===== config.mk =====
export PLATFORM = sky130hd
export DESIGN_NAME = velocity_frame_crc16_encoder
export DESIGN_NICKNAME = d
export VERILOG_FILES = /design/src/sv/vfc_pkg.sv /design/src/sv/velocity_frame_crc16_encoder.sv
export SDC_FILE = /design/constraint.sdc
export NUM_CORES = 1
export LEC_CHECK = 0
export BUFFER_PORTS_ARGS = -buffer_cell sky130_fd_sc_hd__buf_2
export CAP_MARGIN = 20
export CORE_MARGIN = 2
export CORE_UTILIZATION = 51
export DETAILED_ROUTE_END_ITERATION = 10
export GPL_ROUTABILITY_DRIVEN = 0
export PLACE_DENSITY = 0.75
export SLEW_MARGIN = 0
export SYNTH_ARGS = -nofsm -noshare
export SYNTH_HDL_FRONTEND = slang
export SYNTH_SLANG_ARGS = --single-unit

===== constraint.sdc =====
create_clock -name clk_i -period 2.7 [get_ports clk_i]
set_input_delay 0.54 -clock clk_i [delete_from_list [all_inputs] [get_ports clk_i]]
set_output_delay 0.54 -clock clk_i [all_outputs]
set_load 0.02 [all_outputs]

===== src/sv/vfc_pkg.sv =====
// Shared constants and the byte-wise CRC-16 update for the velocity frame encoder.
package vfc_pkg;

  localparam int unsigned FrameLen = 10;
  localparam int unsigned IdxW     = 4;

  // Fixed frame bytes
  localparam logic [7:0] SyncA     = 8'hAA;
  localparam logic [7:0] SyncB     = 8'h55;
  localparam logic [7:0] Trailer   = 8'hDD;
  localparam logic [7:0] CodeReset = 8'h60;

  // CRC-16, reflected form
  localparam logic [15:0] CrcInit = 16'hFFFF;
  localparam logic [15:0] CrcPoly = 16'hA001;

  // Byte positions within the frame
  localparam logic [IdxW-1:0] IdxSyncA  = 4'd0;
  localparam logic [IdxW-1:0] IdxSyncB  = 4'd1;
  localparam logic [IdxW-1:0] IdxCode   = 4'd2;
  localparam logic [IdxW-1:0] IdxLinHi  = 4'd3;
  localparam logic [IdxW-1:0] IdxLinLo  = 4'd4;
  localparam logic [IdxW-1:0] IdxAngHi  = 4'd5;
  localparam logic [IdxW-1:0] IdxAngLo  = 4'd6;
  localparam logic [IdxW-1:0] IdxCrcHi  = 4'd7;
  localparam logic [IdxW-1:0] IdxCrcLo  = 4'd8;
  localparam logic [IdxW-1:0] IdxTrail  = 4'd9;

  // Fold one byte into the running CRC, one bit per step, LSB first
  function automatic logic [15:0] crc16_byte(input logic [15:0] crc, input logic [7:0] data);
    logic [15:0] acc;
    acc = crc ^ {8'h00, data};
    for (int b = 0; b < 8; b++) begin
      if (acc[0]) begin
        acc = (acc >> 1) ^ CrcPoly;
      end else begin
        acc = acc >> 1;
      end
    end
    return acc;
  endfunction

endpackage


===== src/sv/velocity_frame_crc16_encoder.sv =====
// Velocity command frame encoder: ten-byte frame with a reflected CRC-16 per input transfer.
// The input transfer fills the buffer, the sequencer then takes the item, and the output
// register carries each byte; the ten bytes follow at one per cycle when the sink is ready.
// A new input item can be buffered while the previous frame is still being sent.
// The CRC is folded one byte per cycle as bytes 0 to 6 are loaded into the output register.
// Reset clears all valid flags and sets the command code to 0x60.
module velocity_frame_crc16_encoder (
  input  logic               clk_i,
  input  logic               rst_ni,
  input  logic               in_valid_i,
  output logic               in_ready_o,
  input  logic signed [15:0] linear_velocity_i,
  input  logic signed [15:0] angular_velocity_i,
  input  logic               cfg_we_i,
  input  logic        [7:0]  cfg_wdata_i,
  output logic               out_valid_o,
  input  logic               out_ready_i,
  output logic        [7:0]  frame_byte_o,
  output logic               last_of_frame_o
);
  import vfc_pkg::*;

  logic [7:0]      code_q;
  logic            buf_valid_q, buf_valid_d;
  logic [15:0]     buf_lin_q, buf_ang_q;
  logic            act_q, act_d;
  logic [IdxW-1:0] idx_q, idx_d;
  logic [15:0]     lin_q, ang_q;
  logic [15:0]     crc_q, crc_d;
  logic            out_valid_q;
  logic [7:0]      out_byte_q;
  logic            out_last_q;

  logic            in_xfer;
  logic            load_out;
  logic            emit;
  logic            frame_end;
  logic            start;
  logic [7:0]      cur_byte;

  assign in_ready_o      = ~buf_valid_q;
  assign in_xfer         = in_valid_i & in_ready_o;
  assign out_valid_o     = out_valid_q;
  assign frame_byte_o    = out_byte_q;
  assign last_of_frame_o = out_last_q;

  // Output register takes a new byte when empty or when its byte leaves
  assign load_out  = ~out_valid_q | out_ready_i;
  assign emit      = act_q & load_out;
  assign frame_end = emit & (idx_q == IdxTrail);
  assign start     = buf_valid_q & (~act_q | frame_end);

  // Select the current frame byte
  always_comb begin
    unique case (idx_q)
      IdxSyncA: cur_byte = SyncA;
      IdxSyncB: cur_byte = SyncB;
      IdxCode:  cur_byte = code_q;
      IdxLinHi: cur_byte = lin_q[15:8];
      IdxLinLo: cur_byte = lin_q[7:0];
      IdxAngHi: cur_byte = ang_q[15:8];
      IdxAngLo: cur_byte = ang_q[7:0];
      IdxCrcHi: cur_byte = crc_q[15:8];
      IdxCrcLo: cur_byte = crc_q[7:0];
      IdxTrail: cur_byte = Trailer;
      default:  cur_byte = 8'h00;
    endcase
  end

  // Advance the frame sequencer and the running CRC
  always_comb begin
    act_d       = act_q;
    idx_d       = idx_q;
    crc_d       = crc_q;
    buf_valid_d = buf_valid_q;
    if (emit) begin
      idx_d = idx_q + 1'b1;
      if (idx_q < IdxCrcHi) begin
        crc_d = crc16_byte(crc_q, cur_byte);
      end
      if (frame_end) begin
        act_d = 1'b0;
      end
    end
    if (start) begin
      act_d       = 1'b1;
      idx_d       = IdxSyncA;
      crc_d       = CrcInit;
      buf_valid_d = 1'b0;
    end
    if (in_xfer) begin
      buf_valid_d = 1'b1;
    end
  end

  // Control state and configuration
  always_ff @(posedge clk_i or negedge rst_ni) begin
    if (!rst_ni) begin
      code_q      <= CodeReset;
      buf_valid_q <= 1'b0;
      act_q       <= 1'b0;
      idx_q       <= '0;
      out_valid_q <= 1'b0;
    end else begin
      if (cfg_we_i) begin
        code_q <= cfg_wdata_i;
      end
      buf_valid_q <= buf_valid_d;
      act_q       <= act_d;
      idx_q       <= idx_d;
      if (load_out) begin
        out_valid_q <= act_q;
      end
    end
  end

  // Payload registers: input buffer, frame values, CRC and output byte
  always_ff @(posedge clk_i) begin
    if (in_xfer) begin
      buf_lin_q <= linear_velocity_i;
      buf_ang_q <= angular_velocity_i;
    end
    if (start) begin
      lin_q <= buf_lin_q;
      ang_q <= buf_ang_q;
    end
    crc_q <= crc_d;
    if (emit) begin
      out_byte_q <= cur_byte;
      out_last_q <= (idx_q == IdxTrail);
    end
  end

endmodule


; ---- Word-level counts from Yosys, hierarchy flattened
; Index checks and enable logic that the tools add are counted.
[word_totals]
regBits = 104
elab_cells = 77
[op_classes]
n_addsub = 1
bitwise = 18
n_mux = 30
n_eq_ne = 9
n_lt_le_gt_ge = 1
reduce_logical = 6
[op_table]
columns = operator, count
row1 = two-way mux 16 bit, 22
row2 = case mux 8 bit (10 select lines), 1
row3 = NOT 2 -> 3 bit, 8
row4 = "equality test 4 x 3 -> 1 bit, second input constant", 4
row5 = XOR 16 x 8 -> 16 bit, 1
row6 = "equality test 4 x 2 -> 1 bit, second input constant", 2
row7 = "equality test 4 bit, second input constant", 2
row8 = two-way mux 4 bit, 2
row9 = nonzero test 2 bit, 3
row10 = two-way mux 1 bit, 5
row11 = "adder 4 x 1 -> 4 bit, second input constant", 1
row12 = bitwise AND 1 bit, 4
row13 = "equality test 4 x 1 -> 1 bit, second input constant", 1
row14 = logical NOT 4 bit, 1
row15 = "< comparator 4 x 3 -> 1 bit, second input constant", 1
row16 = AND reduction 2 bit, 2
row17 = NOT 1 bit, 3
row18 = OR 1 bit, 2

; ---- Depth between registers and ports, before layout
[depth]
ltp_word = 33
ltp_mapped = 12
mapped_depth_nobuf = 10

; ---- Worst setup path after synthesis
; OpenSTA, ideal clock, no wires.
[synth_path]
path_type = reg2reg
startpoint = register idx_q[0]
endpoint = register crc_q[0]
required_ns = 2.584
setup_slack_ns = -0.168
setup_ns = 0.116
path_stages_with_launch = 13
synth_period_minus_slack_ns = 2.868
t_arrival_ns = 2.753
cell_sequence = dfrtp_1 inv_1 ha_1 buf_6 buf_6 a222oi_1 o32ai_1 a21oi_1 mux2i_1 xnor3_1 xor3_2 xnor3_1 a31o_1
[synth_between]
elab_chain_cells = 26
word_cells_on_any_way = 46
cone_classes = order compare (1) / eq/ne (9) / mux (23) / bitwise (11) / reduce/logical (2)
[synth_rtl]
columns = item, line_no
row1 = from (decl), velocity_frame_crc16_encoder.sv:27  ; logic [IdxW-1:0] idx_q, idx_d;
row2 = from (signal assigned), velocity_frame_crc16_encoder.sv:110  ; idx_q <= idx_d;
row3 = equality test 4 bit (tied with other cells), "velocity_frame_crc16_encoder.sv:50, velocity_frame_crc16_encoder.sv:55"
row4 = case mux 8 bit (10 select lines), velocity_frame_crc16_encoder.sv:55  ; unique case (idx_q)
row5 = XOR 16 x 8 -> 16 bit, vfc_pkg.sv:32  ; acc = crc ^ {8'h00, data};
row6 = two-way mux 16 bit / NOT 2 -> 3 bit (equally long branches), n/a
row7 = "two-way mux 16 bit, on equally long branches", "velocity_frame_crc16_encoder.sv:78, vfc_pkg.sv:34"
row8 = "two-way mux 16 bit, on equally long branches", "velocity_frame_crc16_encoder.sv:76, velocity_frame_crc16_encoder.sv:78"
row9 = two-way mux 16 bit (tied with other cells), vfc_pkg.sv:34  ; if (acc[0]) begin
row10 = "two-way mux 16 bit, on equally long branches", "velocity_frame_crc16_encoder.sv:78, vfc_pkg.sv:34"
row11 = (+10 left out), n/a
row12 = two-way mux 16 bit (tied with other cells), vfc_pkg.sv:34
row13 = "two-way mux 16 bit, on equally long branches", "velocity_frame_crc16_encoder.sv:78, vfc_pkg.sv:34"
row14 = "two-way mux 16 bit, on equally long branches", "velocity_frame_crc16_encoder.sv:76, velocity_frame_crc16_encoder.sv:78"
row15 = NOT 2 -> 3 bit (no source line) / two-way mux 16 bit (equally long branches), n/a
row16 = two-way mux 16 bit, vfc_pkg.sv:34
row17 = two-way mux 16 bit, velocity_frame_crc16_encoder.sv:78  ; if (idx_q < IdxCrcHi) begin
row18 = two-way mux 16 bit, velocity_frame_crc16_encoder.sv:76  ; if (emit) begin
row19 = two-way mux 16 bit, vfc_pkg.sv:34
row20 = to (signal assigned), velocity_frame_crc16_encoder.sv:127  ; crc_q <= crc_d;
row21 = to (decl), velocity_frame_crc16_encoder.sv:29  ; logic [15:0] crc_q, crc_d;
; Parallel ways exist; a longest one is shown, timed or not. The select of a mux whose other input is x is not followed.
; A chain may end at the register's enable or synchronous reset.

; ---- Worst setup path in the final report
[layout_path]
startpoint = register idx_q[1]
endpoint = register crc_q[0]
; The elaborated chain is that of the path after synthesis.

==> flow_summary.json <==
{
  "status": "finished, violations left",
  "violations": "negative setup slack",
  "startpoint_type": "flip-flop",
  "crit_buf_inv": 2,
  "netSwitchingPower_mw": 2.99,
  "ir_worst_vdd_mv": 0.815,
  "cp_max_fo": 5,
  "switching_share": 0.360,
  "start_util": 0.520,
  "synth_edf_count": 73,
  "synth_nets": 338,
  "clockBufferDepth": 2,
  "ant_nets": 0,
  "slew_viol_final": 0,
  "antenna_found_initial": 0,
  "cts_tree": "built",
  "grt_pass1_vias": 2772,
  "max_freq_mhz": 336,
  "rsz0062_at_grt": "true",
  "post-dp-hpwl_mm": 5.75,
  "track_usage": 0.201,
  "io_pins": 56,
  "fillers": 563,
  "final_cell_mix": "edfxtp_1, buf_4, buf_2, nand2_1, dfxtp_1",
  "layout_commonest_cell": "edfxtp_1",
  "power.density_nw_per_um2": 1540,
  "worstMarginPinSlew_ns": 0.464,
  "dieArea_um2": 9040,
  "cp_top_family": "compound AO/OA/AOI/OAI gates",
  "critical_path_arrival_ns": 3.25,
  "area_delta_synth_final_pct": 27.6,
  "drc": 0,
  "vias": 2764,
  "async_flop_share": 0.144,
  "fin_area_um2": 5400,
  "cp-end-kind": "flip-flop",
  "crit_slowest_cell": "dfrtp_2",
  "crit_type": "reg2reg",
  "setup_violations": 4,
  "hp-class": "in2async",
  "crit_required_ns": 2.97,
  "htree_levels": 3,
  "nNetsFinal": 456,
  "globalRouteOverflowTotal": 0,
  "leakage_nw": 2.19,
  "synth.avg_cell_area_um2": 14.7,
  "yosysSeqAreaShare": 0.683,
  "grt_pass1_wl_mm": 13.2,
  "clkTransAtPathRegs_ns": 0.10,
  "p_total_mw": 8.29,
  "fin_worst_skew_ns": 0.0152,
  "ys_ff_latch": 104,
  "drt_pass1_iterations": 7,
  "drive_gt1_frac": 0.436,
  "die_h_um": 95.1,
  "numCtsBuffers": 9,
  "root_buffer": "clkbuf_8",
  "min_period_ns": 2.97,
  "fin_ws_ns": -0.274,
  "finalHoldViolCount": 0,
  "maxCapViolCount": 0,
  "synth.distinct_cells": 53,
  "core_um2": 8130,
  "via_per_inst": 5.36,
  "n_antenna_cell": 0,
  "power_frac_seq": 0.299,
  "slew_headroom": 0.691,
  "p_comb_frac": 0.590,
  "synth_flop_cell": "edfxtp_1",
  "fin_crit_sh": 1.10,
  "clock_latency_ns": 0.38,
  "placed_area_um2": 4910,
  "port_buffers": 55,
  "placementRows": 33,
  "cpMostUsedCell": "buf_6",
  "cts.sinks": 104,
  "synth_cells": 288,
  "hold_buffers": 0,
  "wl_mm": 8.58,
  "clkPwrFrac": 0.110,
  "slowest_delay_ns": 0.47,
  "die_width_um": 95.1,
  "grt_max_degree": 34,
  "wl_per_cell_um": 16.6,
  "dr.first_iter.drc_count": 216,
  "syn_area_um2": 4230,
  "power.internal_mw": 5.30,
  "final_util": 0.664,
  "synth_warnings": 0,
  "worstPathCellList": "buf_6 -> ha_4 -> buf_6 -> a22oi_1 -> a21oi_1 -> a21oi_2 -> mux2i_1 -> xnor2_2 -> xor3_2 -> xnor3_1 -> a31o_1"
}
[cell usage after synthesis (4+ instances only)]
cell type   n  share of area
a21oi_1    10          0.012
a222oi_1    4         0.0095
a22oi_1     5         0.0089
buf_6       5          0.013
clkbuf_1    5         0.0044
dfrtp_1    13          0.077
dfxtp_1    16          0.076
edfxtp_1   73           0.52
ha_1        5          0.015
inv_1       7         0.0062
mux2_2     10          0.027
mux2i_1    11          0.026
nand2_1    37          0.033
nand2b_1    5         0.0074
nor2_1      6         0.0053
nor2b_1     4         0.0059
o211ai_1    9          0.016
xnor2_1    11          0.023
[routing by layer]
metal | up-vias | global-route usage | share of wire
met1 | 1317 | 0.239 | 0.41
met2 | 116 | 0.339 | 0.50
met4 | 0 | 0.110 | 0.036
met5 | - | 0 | 0
li1 | 1300 | - | -
met3 | 31 | 0.0466 | 0.057
[sequential cells by signal (all words and copies together), names as in the netlist, 4 cells and up]
name,count
ang_q,16
buf_ang_q,16
buf_lin_q,16
code_q,8
crc_q,16
frame_byte_o,8
idx_q,4
lin_q,16
[final cells by class]
| type | instances | area (um^2) | share of cell area |
|---|---|---|---|
| inverters | 7 | 31.3 | 0.00579 |
| clock buffers | 9 | 124 | 0.0229 |
| repair buffers | 121 | 811 | 0.150 |
| flip-flops and latches | 104 | 2890 | 0.536 |
| clock inverters | 7 | 63.8 | 0.0118 |
| well taps | 105 | 131 | 0.0243 |
| multi-input cells | 163 | 1350 | 0.249 |
[cells by family (layout without fill, tap and decap cells)]
group	Yosys count	count (layout)	synth area share
flip-flops	104	104	0.683
adder cells (fa/ha/maj)	5	5	0.0148
buffers and inverters	21	144	0.0293
multiplexers	23	23	0.0586
AND/OR/NAND/NOR	65	65	0.0704
XOR/XNOR	19	19	0.0532
AO/OA/AOI/OAI	51	51	0.0905
[timing repair]
action,in CTS,in global routing
pin swaps,12,5
endpoints found under the hold margin,0,0
buffers inserted,18,3
gates cloned,0,0
gates resized for setup,16,15
setup endpoints to repair,3,4
[path summary, 6_finish.rpt]
path,start,to,slack [ns],depth (start not counted)
hold reg to reg,buf_lin_q[14]$_DFFE_PP_,lin_q[14]$_DFFE_PP_,0.42,0
hold / removal,rst_ni,code_q[3]$_DFFE_PN0P_,0.05,1
min in group clk_i,linear_velocity_i[7],buf_lin_q[7]$_DFFE_PP_,0.33,1
setup reg to reg,idx_q[1]$_DFFE_PN0P_,crc_q[0]$_SDFFE_PP1P_,-0.27,11
max in group asynchronous,rst_ni,code_q[6]$_DFFE_PN1P_,2.35,1
setup / recovery,idx_q[1]$_DFFE_PN0P_,crc_q[0]$_SDFFE_PP1P_,-0.27,11
[metrics by stage]
| stage | cells | hold WS, ns | setup TNS (ns) | setup WS (ns) |
|---|---|---|---|---|
| after global placement | 479 | 0.403 | -0.344 | -0.179 |
| after CTS | 513 | 0.0623 | -0.318 | -0.170 |
| after detailed placement | 479 | 0.405 | -0.510 | -0.244 |
| after global routing | 516 | 0.0591 | -1.06 | -0.342 |
| final | 516 | 0.0500 | -0.841 | -0.274 |
| after floorplan | 288 | 0.244 | -0.115 | -0.115 |
[power groups by stage]
stage	Sequential (mW)	Combinational (mW)	Clock (mW)
final	2.48	4.89	0.916
after global routing	2.52	5.17	1.00
after CTS	2.45	4.45	0.930
after detailed placement	2.47	3.85	0
after global placement	2.46	3.73	0
after floorplan	2.45	2.42	0
Power figures use the tool's default switching activity.
